`src/rtl/per_client_fixed_window_rate_limiter_unit_macros.svh`:
```
// assertion helpers shared by the rate limiter rtl
`ifndef PER_CLIENT_FIXED_WINDOW_RATE_LIMITER_UNIT_MACROS_SVH
`define PER_CLIENT_FIXED_WINDOW_RATE_LIMITER_UNIT_MACROS_SVH

// same-cycle implication, clocked on clk, off during rst
`define PCFWRL_ASSERT_NOW(label, ante, cons, msg) \
  label: assert property (@(posedge clk) disable iff (rst) (ante) |-> (cons)) else $error(msg);

// next-cycle implication, clocked on clk, off during rst
`define PCFWRL_ASSERT_NEXT(label, ante, cons, msg) \
  label: assert property (@(posedge clk) disable iff (rst) (ante) |=> (cons)) else $error(msg);

`endif

```
`src/rtl/pcfwrl_pkg.sv`:
```
package pcfwrl_pkg;

  // field widths
  localparam int OP_W       = 3;
  localparam int SLOT_W     = 6;
  localparam int TIME_W     = 32;
  localparam int COUNT_W    = 17;
  localparam int MAX_W      = 16;
  localparam int WIN_W      = 31;
  localparam int CFG_IDX_W  = 1;
  localparam int CFG_DATA_W = 31;

  // register reset values and count ceiling
  localparam logic [MAX_W-1:0]   MAX_RESET    = 16'd100;
  localparam logic [WIN_W-1:0]   WINDOW_RESET = 31'd60;
  localparam logic [COUNT_W-1:0] COUNT_SAT    = 17'd65536;

  // configuration register indexes
  localparam logic [CFG_IDX_W-1:0] CFG_MAX_REQUESTS = 1'b0;
  localparam logic [CFG_IDX_W-1:0] CFG_WINDOW_TICKS = 1'b1;

  typedef enum logic [OP_W-1:0] {
    OP_REQUEST = 3'd0,
    OP_BLOCK   = 3'd1,
    OP_UNBLOCK = 3'd2,
    OP_QUERY   = 3'd3,
    OP_CLEANUP = 3'd4
  } op_t;

  typedef enum logic [2:0] {
    ST_CLEAR,
    ST_IDLE,
    ST_EXEC,
    ST_SWEEP_RD,
    ST_SWEEP_WR,
    ST_SWEEP_DONE
  } state_t;

  typedef struct packed {
    logic [COUNT_W-1:0] count;
    logic [TIME_W-1:0]  last_time;
    logic               blocked;
  } entry_t;

  // controller to datapath
  typedef struct packed {
    logic capture;
    logic exec;
    logic sweep_rd;
    logic sweep_wr;
    logic clear_wr;
    logic cnt_clr;
    logic cnt_inc;
    logic load_out;
  } dp_cmd_t;

  // datapath to controller
  typedef struct packed {
    logic is_cleanup;
    logic cnt_last;
  } dp_status_t;

endpackage

```
`src/rtl/pcfwrl_if.sv`:
```
// input item channel
interface pcfwrl_req_if;
  logic       valid;
  logic       ready;
  logic [2:0] req_type;
  logic [5:0] client_index;
  logic [31:0] now_time;

  modport source (output valid, output req_type, output client_index, output now_time,
                  input ready);
  modport sink (input valid, input req_type, input client_index, input now_time,
                output ready);
endinterface

// result item channel
interface pcfwrl_rsp_if;
  logic        valid;
  logic        ready;
  logic        allowed;
  logic        client_blocked;
  logic        limit_exceeded;
  logic [16:0] request_count;

  modport source (output valid, output allowed, output client_blocked,
                  output limit_exceeded, output request_count, input ready);
  modport sink (input valid, input allowed, input client_blocked,
                input limit_exceeded, input request_count, output ready);
endinterface

```
`src/rtl/pcfwrl_datapath.sv`:
```
module pcfwrl_datapath #(
  parameter int CLIENTS = 64
) (
  input  logic                                    clk,
  input  logic                                    rst,
  input  pcfwrl_pkg::dp_cmd_t                     cmd,
  output pcfwrl_pkg::dp_status_t                  status,
  input  logic [pcfwrl_pkg::OP_W-1:0]             req_type,
  input  logic [pcfwrl_pkg::SLOT_W-1:0]           client_index,
  input  logic [pcfwrl_pkg::TIME_W-1:0]           now_time,
  input  logic                                    cfg_we,
  input  logic [pcfwrl_pkg::CFG_IDX_W-1:0]        cfg_index,
  input  logic [pcfwrl_pkg::CFG_DATA_W-1:0]       cfg_data,
  output logic                                    allowed,
  output logic                                    client_blocked,
  output logic                                    limit_exceeded,
  output logic [pcfwrl_pkg::COUNT_W-1:0]          request_count
);
  import pcfwrl_pkg::*;

  localparam int IW = $clog2(CLIENTS);
  localparam int XW = IW + SLOT_W;

  logic [MAX_W-1:0]   max_requests;
  logic [WIN_W-1:0]   window_ticks;
  op_t                op_q;
  logic [IW-1:0]      slot_q;
  logic               in_range_q;
  logic [TIME_W-1:0]  now_q;
  logic [IW-1:0]      cnt;
  logic [XW-1:0]      idx_wide;
  logic [IW-1:0]      rd_addr;
  entry_t             rd_data;
  entry_t             mem [CLIENTS];
  logic               wr_en;
  logic [IW-1:0]      wr_addr;
  entry_t             wr_data;
  logic [TIME_W-1:0]  idle;
  logic               win_expired;
  logic               sweep_expired;
  logic [COUNT_W-1:0] base_count;
  logic [COUNT_W-1:0] inc_count;
  logic               over_limit;
  entry_t             new_entry;
  logic               exec_we;
  logic               res_allowed;
  logic               res_blocked;
  logic               res_exceeded;
  logic [COUNT_W-1:0] res_count;

  // configuration registers
  always_ff @(posedge clk) begin
    if (rst) begin
      max_requests <= MAX_RESET;
      window_ticks <= WINDOW_RESET;
    end else if (cfg_we) begin
      case (cfg_index)
        CFG_MAX_REQUESTS: max_requests <= cfg_data[MAX_W-1:0];
        CFG_WINDOW_TICKS: window_ticks <= cfg_data[WIN_W-1:0];
        default: ;
      endcase
    end
  end

  // slot index widened to the table size
  assign idx_wide = {{IW{1'b0}}, client_index};

  // item capture on transfer
  always_ff @(posedge clk) begin
    if (cmd.capture) begin
      op_q       <= op_t'(req_type);
      slot_q     <= idx_wide[IW-1:0];
      in_range_q <= (idx_wide < XW'(CLIENTS));
      now_q      <= now_time;
    end
  end

  // sweep and clear counter
  always_ff @(posedge clk) begin
    if (rst) begin
      cnt <= '0;
    end else if (cmd.cnt_clr) begin
      cnt <= '0;
    end else if (cmd.cnt_inc) begin
      cnt <= cnt + 1'b1;
    end
  end

  assign status.is_cleanup = (op_t'(req_type) == OP_CLEANUP);
  assign status.cnt_last   = (cnt == IW'(CLIENTS - 1));

  // client table, registered read
  assign rd_addr = cmd.sweep_rd ? cnt : idx_wide[IW-1:0];

  always_ff @(posedge clk) begin
    if (cmd.capture || cmd.sweep_rd) begin
      rd_data <= mem[rd_addr];
    end
  end

  always_ff @(posedge clk) begin
    if (wr_en) begin
      mem[wr_addr] <= wr_data;
    end
  end

  // elapsed time and window checks
  assign idle          = now_q - rd_data.last_time;
  assign win_expired   = (idle > {1'b0, window_ticks});
  assign sweep_expired = (idle > {window_ticks, 1'b0});
  assign base_count    = win_expired ? '0 : rd_data.count;
  assign inc_count     = (base_count < COUNT_SAT) ? base_count + 1'b1 : base_count;
  assign over_limit    = (inc_count > {1'b0, max_requests});

  // per-operation update and result
  always_comb begin
    new_entry    = rd_data;
    exec_we      = 1'b0;
    res_allowed  = 1'b0;
    res_blocked  = 1'b0;
    res_exceeded = 1'b0;
    res_count    = '0;
    if (in_range_q) begin
      case (op_q)
        OP_REQUEST: begin
          if (!rd_data.blocked) begin
            new_entry.count     = inc_count;
            new_entry.last_time = now_q;
            exec_we             = 1'b1;
            res_allowed         = !over_limit;
            res_exceeded        = over_limit;
          end
          res_blocked = rd_data.blocked;
          res_count   = new_entry.count;
        end
        OP_BLOCK: begin
          new_entry.blocked = 1'b1;
          exec_we           = 1'b1;
          res_blocked       = 1'b1;
          res_count         = rd_data.count;
        end
        OP_UNBLOCK: begin
          new_entry.blocked = 1'b0;
          exec_we           = 1'b1;
          res_count         = rd_data.count;
        end
        OP_QUERY: begin
          res_blocked = rd_data.blocked;
          res_count   = rd_data.count;
        end
        default: ;
      endcase
    end
  end

  // table write select
  always_comb begin
    wr_en   = 1'b0;
    wr_addr = cnt;
    wr_data = '0;
    if (cmd.clear_wr || (cmd.sweep_wr && sweep_expired)) begin
      wr_en = 1'b1;
    end else if (cmd.exec && exec_we) begin
      wr_en   = 1'b1;
      wr_addr = slot_q;
      wr_data = new_entry;
    end
  end

  // result register
  always_ff @(posedge clk) begin
    if (cmd.load_out) begin
      allowed        <= res_allowed;
      client_blocked <= res_blocked;
      limit_exceeded <= res_exceeded;
      request_count  <= res_count;
    end
  end

endmodule

```
`src/rtl/pcfwrl_ctrl.sv`:
```
module pcfwrl_ctrl (
  input  logic                   clk,
  input  logic                   rst,
  input  logic                   in_valid,
  output logic                   in_ready,
  output logic                   out_valid,
  input  logic                   out_ready,
  input  pcfwrl_pkg::dp_status_t status,
  output pcfwrl_pkg::dp_cmd_t    cmd
);
  import pcfwrl_pkg::*;

  state_t state;
  state_t state_next;
  logic   out_free;

  assign out_free = !out_valid || out_ready;

  // state register
  always_ff @(posedge clk) begin
    if (rst) begin
      state <= ST_CLEAR;
    end else begin
      state <= state_next;
    end
  end

  // result valid flag
  always_ff @(posedge clk) begin
    if (rst) begin
      out_valid <= 1'b0;
    end else if (cmd.load_out) begin
      out_valid <= 1'b1;
    end else if (out_ready) begin
      out_valid <= 1'b0;
    end
  end

  // next state
  always_comb begin
    state_next = state;
    case (state)
      ST_CLEAR: begin
        if (status.cnt_last) state_next = ST_IDLE;
      end
      ST_IDLE: begin
        if (in_valid) state_next = status.is_cleanup ? ST_SWEEP_RD : ST_EXEC;
      end
      ST_EXEC: begin
        if (out_free) state_next = ST_IDLE;
      end
      ST_SWEEP_RD: state_next = ST_SWEEP_WR;
      ST_SWEEP_WR: begin
        state_next = status.cnt_last ? ST_SWEEP_DONE : ST_SWEEP_RD;
      end
      ST_SWEEP_DONE: begin
        if (out_free) state_next = ST_IDLE;
      end
      default: state_next = ST_IDLE;
    endcase
  end

  // commands
  always_comb begin
    cmd      = '0;
    in_ready = 1'b0;
    case (state)
      ST_CLEAR: begin
        cmd.clear_wr = 1'b1;
        cmd.cnt_inc  = 1'b1;
      end
      ST_IDLE: begin
        in_ready    = 1'b1;
        cmd.capture = in_valid;
        cmd.cnt_clr = in_valid;
      end
      ST_EXEC: begin
        cmd.exec     = out_free;
        cmd.load_out = out_free;
      end
      ST_SWEEP_RD: cmd.sweep_rd = 1'b1;
      ST_SWEEP_WR: begin
        cmd.sweep_wr = 1'b1;
        cmd.cnt_inc  = 1'b1;
      end
      ST_SWEEP_DONE: cmd.load_out = out_free;
      default: ;
    endcase
  end

endmodule

```
`src/rtl/per_client_fixed_window_rate_limiter_unit.sv`:
```
// Per-client fixed-window rate limiter over a table of CLIENTS entries. Items are handled
// one at a time: request, block, unblock and query each take a registered read of the
// client's table entry, then the read-modify-write and result load, which wait while the
// result register is still full; no new item is taken until that load. Cleanup walks the
// whole table through its single port, a read and then a write for each entry, then loads
// its result; no item is taken meanwhile. After reset a clearing pass zeroes the table
// before the first item is taken; configuration writes are taken at any time
// and should be made only while the block is idle.
`include "per_client_fixed_window_rate_limiter_unit_macros.svh"

module per_client_fixed_window_rate_limiter_unit #(
  parameter int CLIENTS = 64
) (
  input  logic                              clk,
  input  logic                              rst,
  pcfwrl_req_if.sink                        req,
  pcfwrl_rsp_if.source                      rsp,
  input  logic                              cfg_we,
  input  logic [pcfwrl_pkg::CFG_IDX_W-1:0]  cfg_index,
  input  logic [pcfwrl_pkg::CFG_DATA_W-1:0] cfg_data
);
  import pcfwrl_pkg::*;

  dp_cmd_t    cmd;
  dp_status_t status;

  // sequencer
  pcfwrl_ctrl u_ctrl (
    .clk       (clk),
    .rst       (rst),
    .in_valid  (req.valid),
    .in_ready  (req.ready),
    .out_valid (rsp.valid),
    .out_ready (rsp.ready),
    .status    (status),
    .cmd       (cmd)
  );

  // table, config and result datapath
  pcfwrl_datapath #(
    .CLIENTS (CLIENTS)
  ) u_datapath (
    .clk            (clk),
    .rst            (rst),
    .cmd            (cmd),
    .status         (status),
    .req_type       (req.req_type),
    .client_index   (req.client_index),
    .now_time       (req.now_time),
    .cfg_we         (cfg_we),
    .cfg_index      (cfg_index),
    .cfg_data       (cfg_data),
    .allowed        (rsp.allowed),
    .client_blocked (rsp.client_blocked),
    .limit_exceeded (rsp.limit_exceeded),
    .request_count  (rsp.request_count)
  );

  // checks
  `PCFWRL_ASSERT_NEXT(a_one_item_at_a_time, req.valid && req.ready, !req.ready, "item taken while busy")
  `PCFWRL_ASSERT_NOW(a_no_result_overwrite, cmd.load_out, !rsp.valid || rsp.ready, "result overwritten before transfer")
  `PCFWRL_ASSERT_NOW(a_no_intake_in_clear, cmd.clear_wr, !req.ready, "item taken during clearing pass")

endmodule

```
`src/flat_wrapper.sv`:
```
// flat-port wrapper written by rule: the top's interface ports become plain ports
module per_client_fixed_window_rate_limiter_unit_flat import pcfwrl_pkg::*;
#(
  parameter int CLIENTS = 64
)
  (clk, rst, cfg_we, cfg_index, cfg_data, req_valid, req_req_type, req_client_index, req_now_time, req_ready, rsp_valid, rsp_allowed, rsp_client_blocked, rsp_limit_exceeded, rsp_request_count, rsp_ready);
  pcfwrl_req_if req_i ();
  pcfwrl_rsp_if rsp_i ();
  input  logic clk;
  input  logic rst;
  input  logic cfg_we;
  input  logic [pcfwrl_pkg::CFG_IDX_W-1:0] cfg_index;
  input  logic [pcfwrl_pkg::CFG_DATA_W-1:0] cfg_data;
  input wire logic [$bits(req_i.valid)-1:0] req_valid;
  input wire logic [$bits(req_i.req_type)-1:0] req_req_type;
  input wire logic [$bits(req_i.client_index)-1:0] req_client_index;
  input wire logic [$bits(req_i.now_time)-1:0] req_now_time;
  output wire logic [$bits(req_i.ready)-1:0] req_ready;
  output wire logic [$bits(rsp_i.valid)-1:0] rsp_valid;
  output wire logic [$bits(rsp_i.allowed)-1:0] rsp_allowed;
  output wire logic [$bits(rsp_i.client_blocked)-1:0] rsp_client_blocked;
  output wire logic [$bits(rsp_i.limit_exceeded)-1:0] rsp_limit_exceeded;
  output wire logic [$bits(rsp_i.request_count)-1:0] rsp_request_count;
  input wire logic [$bits(rsp_i.ready)-1:0] rsp_ready;
  assign req_i.valid = req_valid;
  assign req_i.req_type = req_req_type;
  assign req_i.client_index = req_client_index;
  assign req_i.now_time = req_now_time;
  assign req_ready = req_i.ready;
  assign rsp_valid = rsp_i.valid;
  assign rsp_allowed = rsp_i.allowed;
  assign rsp_client_blocked = rsp_i.client_blocked;
  assign rsp_limit_exceeded = rsp_i.limit_exceeded;
  assign rsp_request_count = rsp_i.request_count;
  assign rsp_i.ready = rsp_ready;
  per_client_fixed_window_rate_limiter_unit #(.CLIENTS(CLIENTS)) u_core (.clk(clk), .rst(rst), .req(req_i), .rsp(rsp_i), .cfg_we(cfg_we), .cfg_index(cfg_index), .cfg_data(cfg_data));
endmodule
```
`config.mk`:
```
export PLATFORM = sky130hd
export DESIGN_NAME = per_client_fixed_window_rate_limiter_unit_flat
export DESIGN_NICKNAME = d
export VERILOG_FILES = /design/src/rtl/pcfwrl_pkg.sv /design/src/rtl/pcfwrl_if.sv /design/src/rtl/pcfwrl_datapath.sv /design/src/rtl/pcfwrl_ctrl.sv /design/src/rtl/per_client_fixed_window_rate_limiter_unit.sv /design/src/flat_wrapper.sv
export VERILOG_INCLUDE_DIRS = /design/src /design/src/rtl
export SDC_FILE = /design/constraint.sdc
export NUM_CORES = 2
export LEC_CHECK = 0
export BUFFER_PORTS_ARGS = -buffer_cell sky130_fd_sc_hd__clkbuf_2
export CAP_MARGIN = 20
export CORE_ASPECT_RATIO = 2
export CORE_UTILIZATION = 30
export CTS_CLUSTER_SIZE = 25
export DETAILED_ROUTE_END_ITERATION = 8
export PLACE_DENSITY = 0.46
export SETUP_SLACK_MARGIN = 0.05
export SLEW_MARGIN = 0
export SYNTH_ARGS = -nofsm -noshare
export SYNTH_HDL_FRONTEND = slang
export SYNTH_SLANG_ARGS = --single-unit
```
`constraint.sdc`:
```
create_clock -name clk -period 8.1 [get_ports clk]
set_input_delay 0.81 -clock clk [delete_from_list [all_inputs] [get_ports clk]]
set_output_delay 0.81 -clock clk [all_outputs]
set_load 0.01 [all_outputs]
```
# Word-level counts from Yosys, hierarchy flattened
# Memories as Yosys holds them, arrays and structs flattened. A register that Yosys moved wholly into a read port is not among the register bits.
# Cells that the tools add are included.
dict set report classes {
  n_addsub 3
  order_cmp 5
  n_eq_ne 13
  mux 36
  n_bitwise 3
  n_reduce_logical 20
}
# operator count
set ops {}
lappend ops {{$mux W50} 3}
lappend ops {{$mux W49} 2}
lappend ops {{$mux W17} 2}
lappend ops {{$pmux W17 S2} 1}
lappend ops {{$gt A32 B31 Y1} 1}
lappend ops {{$gt A32 B32 Y1} 1}
lappend ops {{$sub A32 B32 Y32} 1}
lappend ops {{$mux W6} 3}
lappend ops {{$add A17 B1 Y17 const B} 1}
lappend ops {{$gt A17 B16 Y1} 1}
lappend ops {{$lt A17 B17 Y1 const B} 1}
lappend ops {{$mux W1} 17}
lappend ops {{$pmux W3 S5} 1}
lappend ops {{$eq A3 B2 Y1 const B} 4}
lappend ops {{$mux W3} 4}
lappend ops {{$reduce_or A2 Y1} 5}
lappend ops {{$eq A3 B3 Y1 const B} 3}
lappend ops {{$lt A6 B7 Y1 const B} 1}
lappend ops {{$add A6 B1 Y6 const B} 1}
lappend ops {{$eq A3 B1 Y1 const B} 2}
lappend ops {{$eq A6 B6 Y1 const B} 1}
lappend ops {{$logic_not A3 Y1} 2}
lappend ops {{$pmux W1 S2} 3}
lappend ops {{$reduce_or A3 Y1} 2}
lappend ops {{9 further kinds} 17}
dict set report word_totals {
  reg_bits 119
  mem_bits_rw 3200
  input_bits 78
  output_inout_bits 22
  elab_cells 94
  memories 1
}
# memory depth width read_ports rd_clocked_by_memory_dff write_ports line_no
set mem_list {}
lappend mem_list {u_core.u_datapath.mem 64 50 1 1 1 pcfwrl_datapath.sv:34} ;# entry_t mem [CLIENTS];

# Longest topological paths before layout
dict set report depth {
  depth_word 10
  depth_mapped 39
  ltp_nobuf 36
}

# By module
# From an unflattened synthesis, not the netlist that was laid out.
dict set report hier_totals {
  hier_cells 7161
  area_unflattened_um2 134617.9
}
# module instances cells_each area_per_inst_um2 seq_area_each_um2
set modules_own_cells {}
lappend modules_own_cells {pcfwrl_datapath 1 7123 134322.6 100486.4}
lappend modules_own_cells {pcfwrl_ctrl 1 38 295.3 80.1}

# Least setup slack after synthesis
# OpenSTA, ideal clock, no wires.
dict set report synth_timing {
  path_type {flip-flop to flip-flop}
  startpoint {reg u_core.u_datapath.now_q[0]}
  endpoint {mem u_core.u_datapath.mem[0][49] (netlist name) (data pin)}
  setup_ns 0.720
  arrival_time_ns 7.772
  required_time_ns 7.380
  slack_ns -0.392
  stages_incl_launch_ff 30
  n_path_buf 3
  period_less_slack_ns 8.492
  path_cell_list {edfxtp_1 -> inv_1 -> ha_1 -> inv_1 -> fa_1 -> a21o_1 -> a21oi_1 -> o21ai_0 -> a221oi_1 -> o21ai_0 -> a31oi_1 -> o21ai_0 -> a21oi_1 -> xnor2_1 -> ha_1 -> nand4_1 -> or2_2 -> nor4_1 -> a21oi_1 -> o21ai_0 -> o31ai_1 -> buf_2 -> buf_2 -> buf_2 -> nor2_1 -> ha_1 -> nand2_1 -> nor4_1 -> a21oi_1 -> a211oi_1}
}
# item line_no
set synth_lines {}
lappend synth_lines {{start, declared} pcfwrl_datapath.sv:29} ;# logic [TIME_W-1:0] now_q;
lappend synth_lines {{start signal, assigned} pcfwrl_datapath.sv:74} ;# now_q <= now_time;
lappend synth_lines {{end, declared} pcfwrl_datapath.sv:34}

# Worst setup path after layout
dict set report layout_timing {
  startpoint {reg u_core.u_datapath.now_q[0]}
  endpoint {reg u_core.u_datapath.allowed (data pin)}
}
dict set report layout_between {
  elab_chain_cells 7
  elab_cells_between_ends 8
  classes_between {2 x add/sub; 3 x order compare; 2 x mux; 1 x reduce/logical}
}
# item line_no
set layout_rtl {}
lappend layout_rtl {{$sub A32 B32 Y32 *} pcfwrl_datapath.sv:108} ;# assign idle = now_q - rd_data.last_time;
lappend layout_rtl {{$gt A32 B31 Y1 *} pcfwrl_datapath.sv:109} ;# assign win_expired = (idle > {1'b0, window_ticks});
lappend layout_rtl {{$mux W17 *} pcfwrl_datapath.sv:111} ;# assign base_count = win_expired ? '0 : rd_data.count;
lappend layout_rtl {{$add A17 B1 Y17 / $lt A17 B17 Y1 (equally long branches)} pcfwrl_datapath.sv:112} ;# assign inc_count = (base_count < COUNT_SAT) ? base_count + 1'b1 : base_count;
lappend layout_rtl {{$mux W17 *} pcfwrl_datapath.sv:112}
lappend layout_rtl {{$gt A17 B16 Y1 *} pcfwrl_datapath.sv:113} ;# assign over_limit = (inc_count > {1'b0, max_requests});
lappend layout_rtl {{$logic_not A1 Y1 *} pcfwrl_datapath.sv:130} ;# res_allowed = !over_limit;
lappend layout_rtl {{end signal, assigned} pcfwrl_datapath.sv:173} ;# allowed <= res_allowed;
lappend layout_rtl {{end, declared} pcfwrl_datapath.sv:14} ;# output logic allowed,
# Every way passes the cells marked *; elsewhere a longest branch is shown, timed or not.
# A chain may end at the register's enable or synchronous reset.

==> impl_metrics.ini <==
[run_status]
status = completed

[drt]
drt-initial-drc-count = 7524
wl_per_cell_um = 27.7
wl_um = 471000
via_per_inst = 5.28
final_antenna_net_count = 0
drc = 0
drtPass1Iterations = 6
num_vias = 89800

[worst_setup_path]
cp.required_ns = 8.75
rr_worst_depth = 39
crit_start = u_core.u_datapath.now_q[0]
cp.arrival_ns = 8.08
crit_end = u_core.u_datapath.allowed
critPathCaptureType = register
r2r_setup_slack_ns = 0.68
crit_slowest_cell = fa_1
setup.worst_path.start_class = register
regToRegEndpoint = u_core.u_datapath.allowed
path_class = register to register
critical-path-max-stage-delay_ns = 0.40
r2r-start = u_core.u_datapath.now_q[0]
crit_fanout = 4

[power]
switchingPower_mw = 8.16
p_clk_share_pct = 39.9
powerDensity_mw_per_mm2 = 225
p_seq_share_pct = 53.9
combPwrFrac_pct = 6.2
vdd.ir_drop.worst_mv = 0.161
cellLeakagePower_nw = 52.1
p_int_mw = 27.2
sw_frac_of_total_pct = 23.1

[cells_and_area]
final_cell_area_sq_mm = 0.157
area_growth_syn_to_layout_pct = 14.3
drive_gt1_share_pct = 8.86
nNetsFinal = 11000

[synth]
yosysTopAreaCell = edfxtp_1
ys_seq_elements = 3368
async_flop_share_pct = 0
yosysWarnings = 0
synth_cell_type_count = 63
postSynthNetCount = 11000
synth.avg_cell_area_sq_um = 12.7
netlist_instances = 10800
synth_area_sq_mm = 0.137
ys_top_cells_by_count = nand2_1, edfxtp_1, nand3_1
synth.most_common_cell = nand2_1
synth_edf_count = 3311
yosysSeqAreaShare_pct = 73.3
synth_top_area_share_pct = 72.5
synthTopCellsByArea = edfxtp_1, nand2_1, a311oi_1, nand3_1, and3_1
yosys_most_used_dff = edfxtp_1

[timing]
max_freq_mhz = 135
slew_headroom_pct = 16.2
drv_slew = 0
fin_crit_sh_pct = 91.6
final.setup_skew_ns = 0.0583
hold_viol_final = 0
fin_ws_ns = 0.679
fin_setup_tns_ns = 0
rsz0062_at_grt = false
hold_ws_ns = 0.0758
worstMarginPinSlew_ns = 1.25
setup_viol = 0
final.min_clock_period_ns = 7.42

[clocking]
cts-htree-levels = 5
cts_root_buffer = clkbuf_16
clk_latency_ns = 0.92
cts_tree = yes
cts_setup_buffers = 0
clockBufferDepth = 4
clkSinkCount = 3368
clk_pin_slew_ns = 0.07
cts_buffers = 299

[placement]
portBuffers = 99
place_ws_ns = 0.299
place.gp.congestion = 0.850
placed_cell_area_sq_mm = 0.147
dpl.hpwl_um = 261000

[die]
start_util_pct = 30.2
die_x_um = 480
die_y_um = 958
std_cell_rows = 350
dieArea_sq_mm = 0.460
core_area_sq_mm = 0.455
pin_count = 100

[grt]
antenna_found_initial = 27
grt_pass1_wl_um = 666000
grt_pass1_vias = 89800
grt_overflow = 0
grt_start_max_net_pins = 174
grt_usage_pct = 20.0

[run]
max_cap_violations = 0

[worst_hold_path]
hp-class = primary input to register
[layout by cell type (no fill, tap or decap), drive strengths merged, types with 12 or more instances in the layout]
cell type     n
ha          111
nor2b        12
o21ai        55
buf         327
nand2      3490
and3        407
a311oi      600
clkbuf      474
nand3       825
bufinv       16
xnor2        33
diode        23
nor3         16
a21o         21
a21oi       369
edfxtp     3311
xor2         13
clkinv      109
nand4        20
o22ai        16
nor2        140
dfxtp        57
a22oi       101
inv         114
a31oi       208
[registers in the layout, summed over array words and instances (netlist names)]
| register | flops |
|---|---|
| u_core.u_datapath.op_q | 3 |
| u_core.u_datapath.allowed | 1 |
| u_core.u_datapath.mem | 3200 |
| u_core.u_ctrl.state | 3 |
| u_core.u_datapath.client_blocked | 1 |
| u_core.u_datapath.limit_exceeded | 1 |
| u_core.u_datapath.now_q | 32 |
| u_core.u_datapath.cnt | 6 |
| u_core.u_datapath.rd_data | 50 |
| u_core.u_datapath.window_ticks | 31 |
| u_core.u_datapath.slot_q | 6 |
| u_core.u_ctrl.out_valid | 1 |
| u_core.u_datapath.max_requests | 16 |
| u_core.u_datapath.request_count | 17 |
[worst min path at each step]
stage                                        from  cells after the start                                  to
2_1_floorplan  u_core.u_datapath.max_requests[10]                      2  u_core.u_datapath.max_requests[10]
3_3_place_gp   u_core.u_datapath.window_ticks[18]                      2  u_core.u_datapath.window_ticks[18]
3_5_place_dp   u_core.u_datapath.max_requests[13]                      2  u_core.u_datapath.max_requests[13]
4_1_cts                          req_now_time[21]                      1         u_core.u_datapath.now_q[21]
5_1_grt                          req_now_time[21]                      1         u_core.u_datapath.now_q[21]
6_report                         req_now_time[21]                      1         u_core.u_datapath.now_q[21]
[cells by family (layout without fill, tap and decap cells)]
| logic type | count (synthesis) | count (layout) | share of synthesized area, % |
|---|---|---|---|
| and+or+nand+nor | 4966 | 4966 | 15.3 |
| DFF | 3368 | 3368 | 73.3 |
| AOI/OAI and AO/OA | 1442 | 1442 | 7.50 |
| buffers and inverters | 839 | 1054 | 2.42 |
| adders and majority gates | 112 | 112 | 1.03 |
| xor gates and xnor gates | 46 | 46 | 0.294 |
| muxes | 14 | 14 | 0.116 |
| other | 0 | 23 | 0 |
[critical path, delay by kind of cell (launching register included)]
family	cells	cell delay [ns]
AO/OA/AOI/OAI	18	3.11
XOR/XNOR	2	0.40
adder cells (fa/ha/maj)	5	1.36
buffers and inverters	5	0.59
flip-flops	1	0.38
AND/OR/NAND/NOR	9	1.39
[per-layer routing]
layer	share of wire, %	vias to the layer above	global-route usage [%]
met5	0.016	-	0
met4	4.5	10	8.77
met1	38	46500	22.9
met2	53	2824	37.2
met3	4.5	740	2.09
li1	-	39700	-
[metrics by stage]
step | power, mW | utilization [%] | cells
global route | 36.3 | 34.5 | 17000
floorplan | 20.7 | - | 10800
CTS | 35.7 | 34.5 | 17000
detailed placement | 21.6 | 32.4 | 16500
global placement | 21.6 | 32.4 | 16500
finish | 35.3 | 34.5 | 17000
[area by class of cell]
cell class / count / area, sq um
Tap cell: 5984 / 7490
Multi-Input combinational cell: 6580 / 34600
Inverter: 99 / 372
Timing Repair Buffer: 430 / 4500
Sequential cell: 3368 / 101000
Clock inverter: 150 / 1180
Clock buffer: 375 / 8030
Antenna cell: 23 / 57.6
Fill cell: 44400 / 298000
[what timing repair did]
| action | 4_1_cts | 5_1_grt |
|---|---|---|
| endpoints found under the hold margin | 4 | 0 |
| setup endpoints to repair | 0 | 66 |
| hold buffers | 4 | 0 |
| resized for setup | 0 | 8 |
[power by group through the flow]
stage,Sequential (mW),Clock (mW),Combinational (mW)
3_5_place_dp,19.4,0,2.21
2_1_floorplan,19.4,0,1.29
3_3_place_gp,19.4,0,2.20
6_report,19.0,14.1,2.20
5_1_grt,19.0,14.9,2.37
4_1_cts,19.0,14.4,2.22
Note: power is estimated with default switching activity, not from simulation.
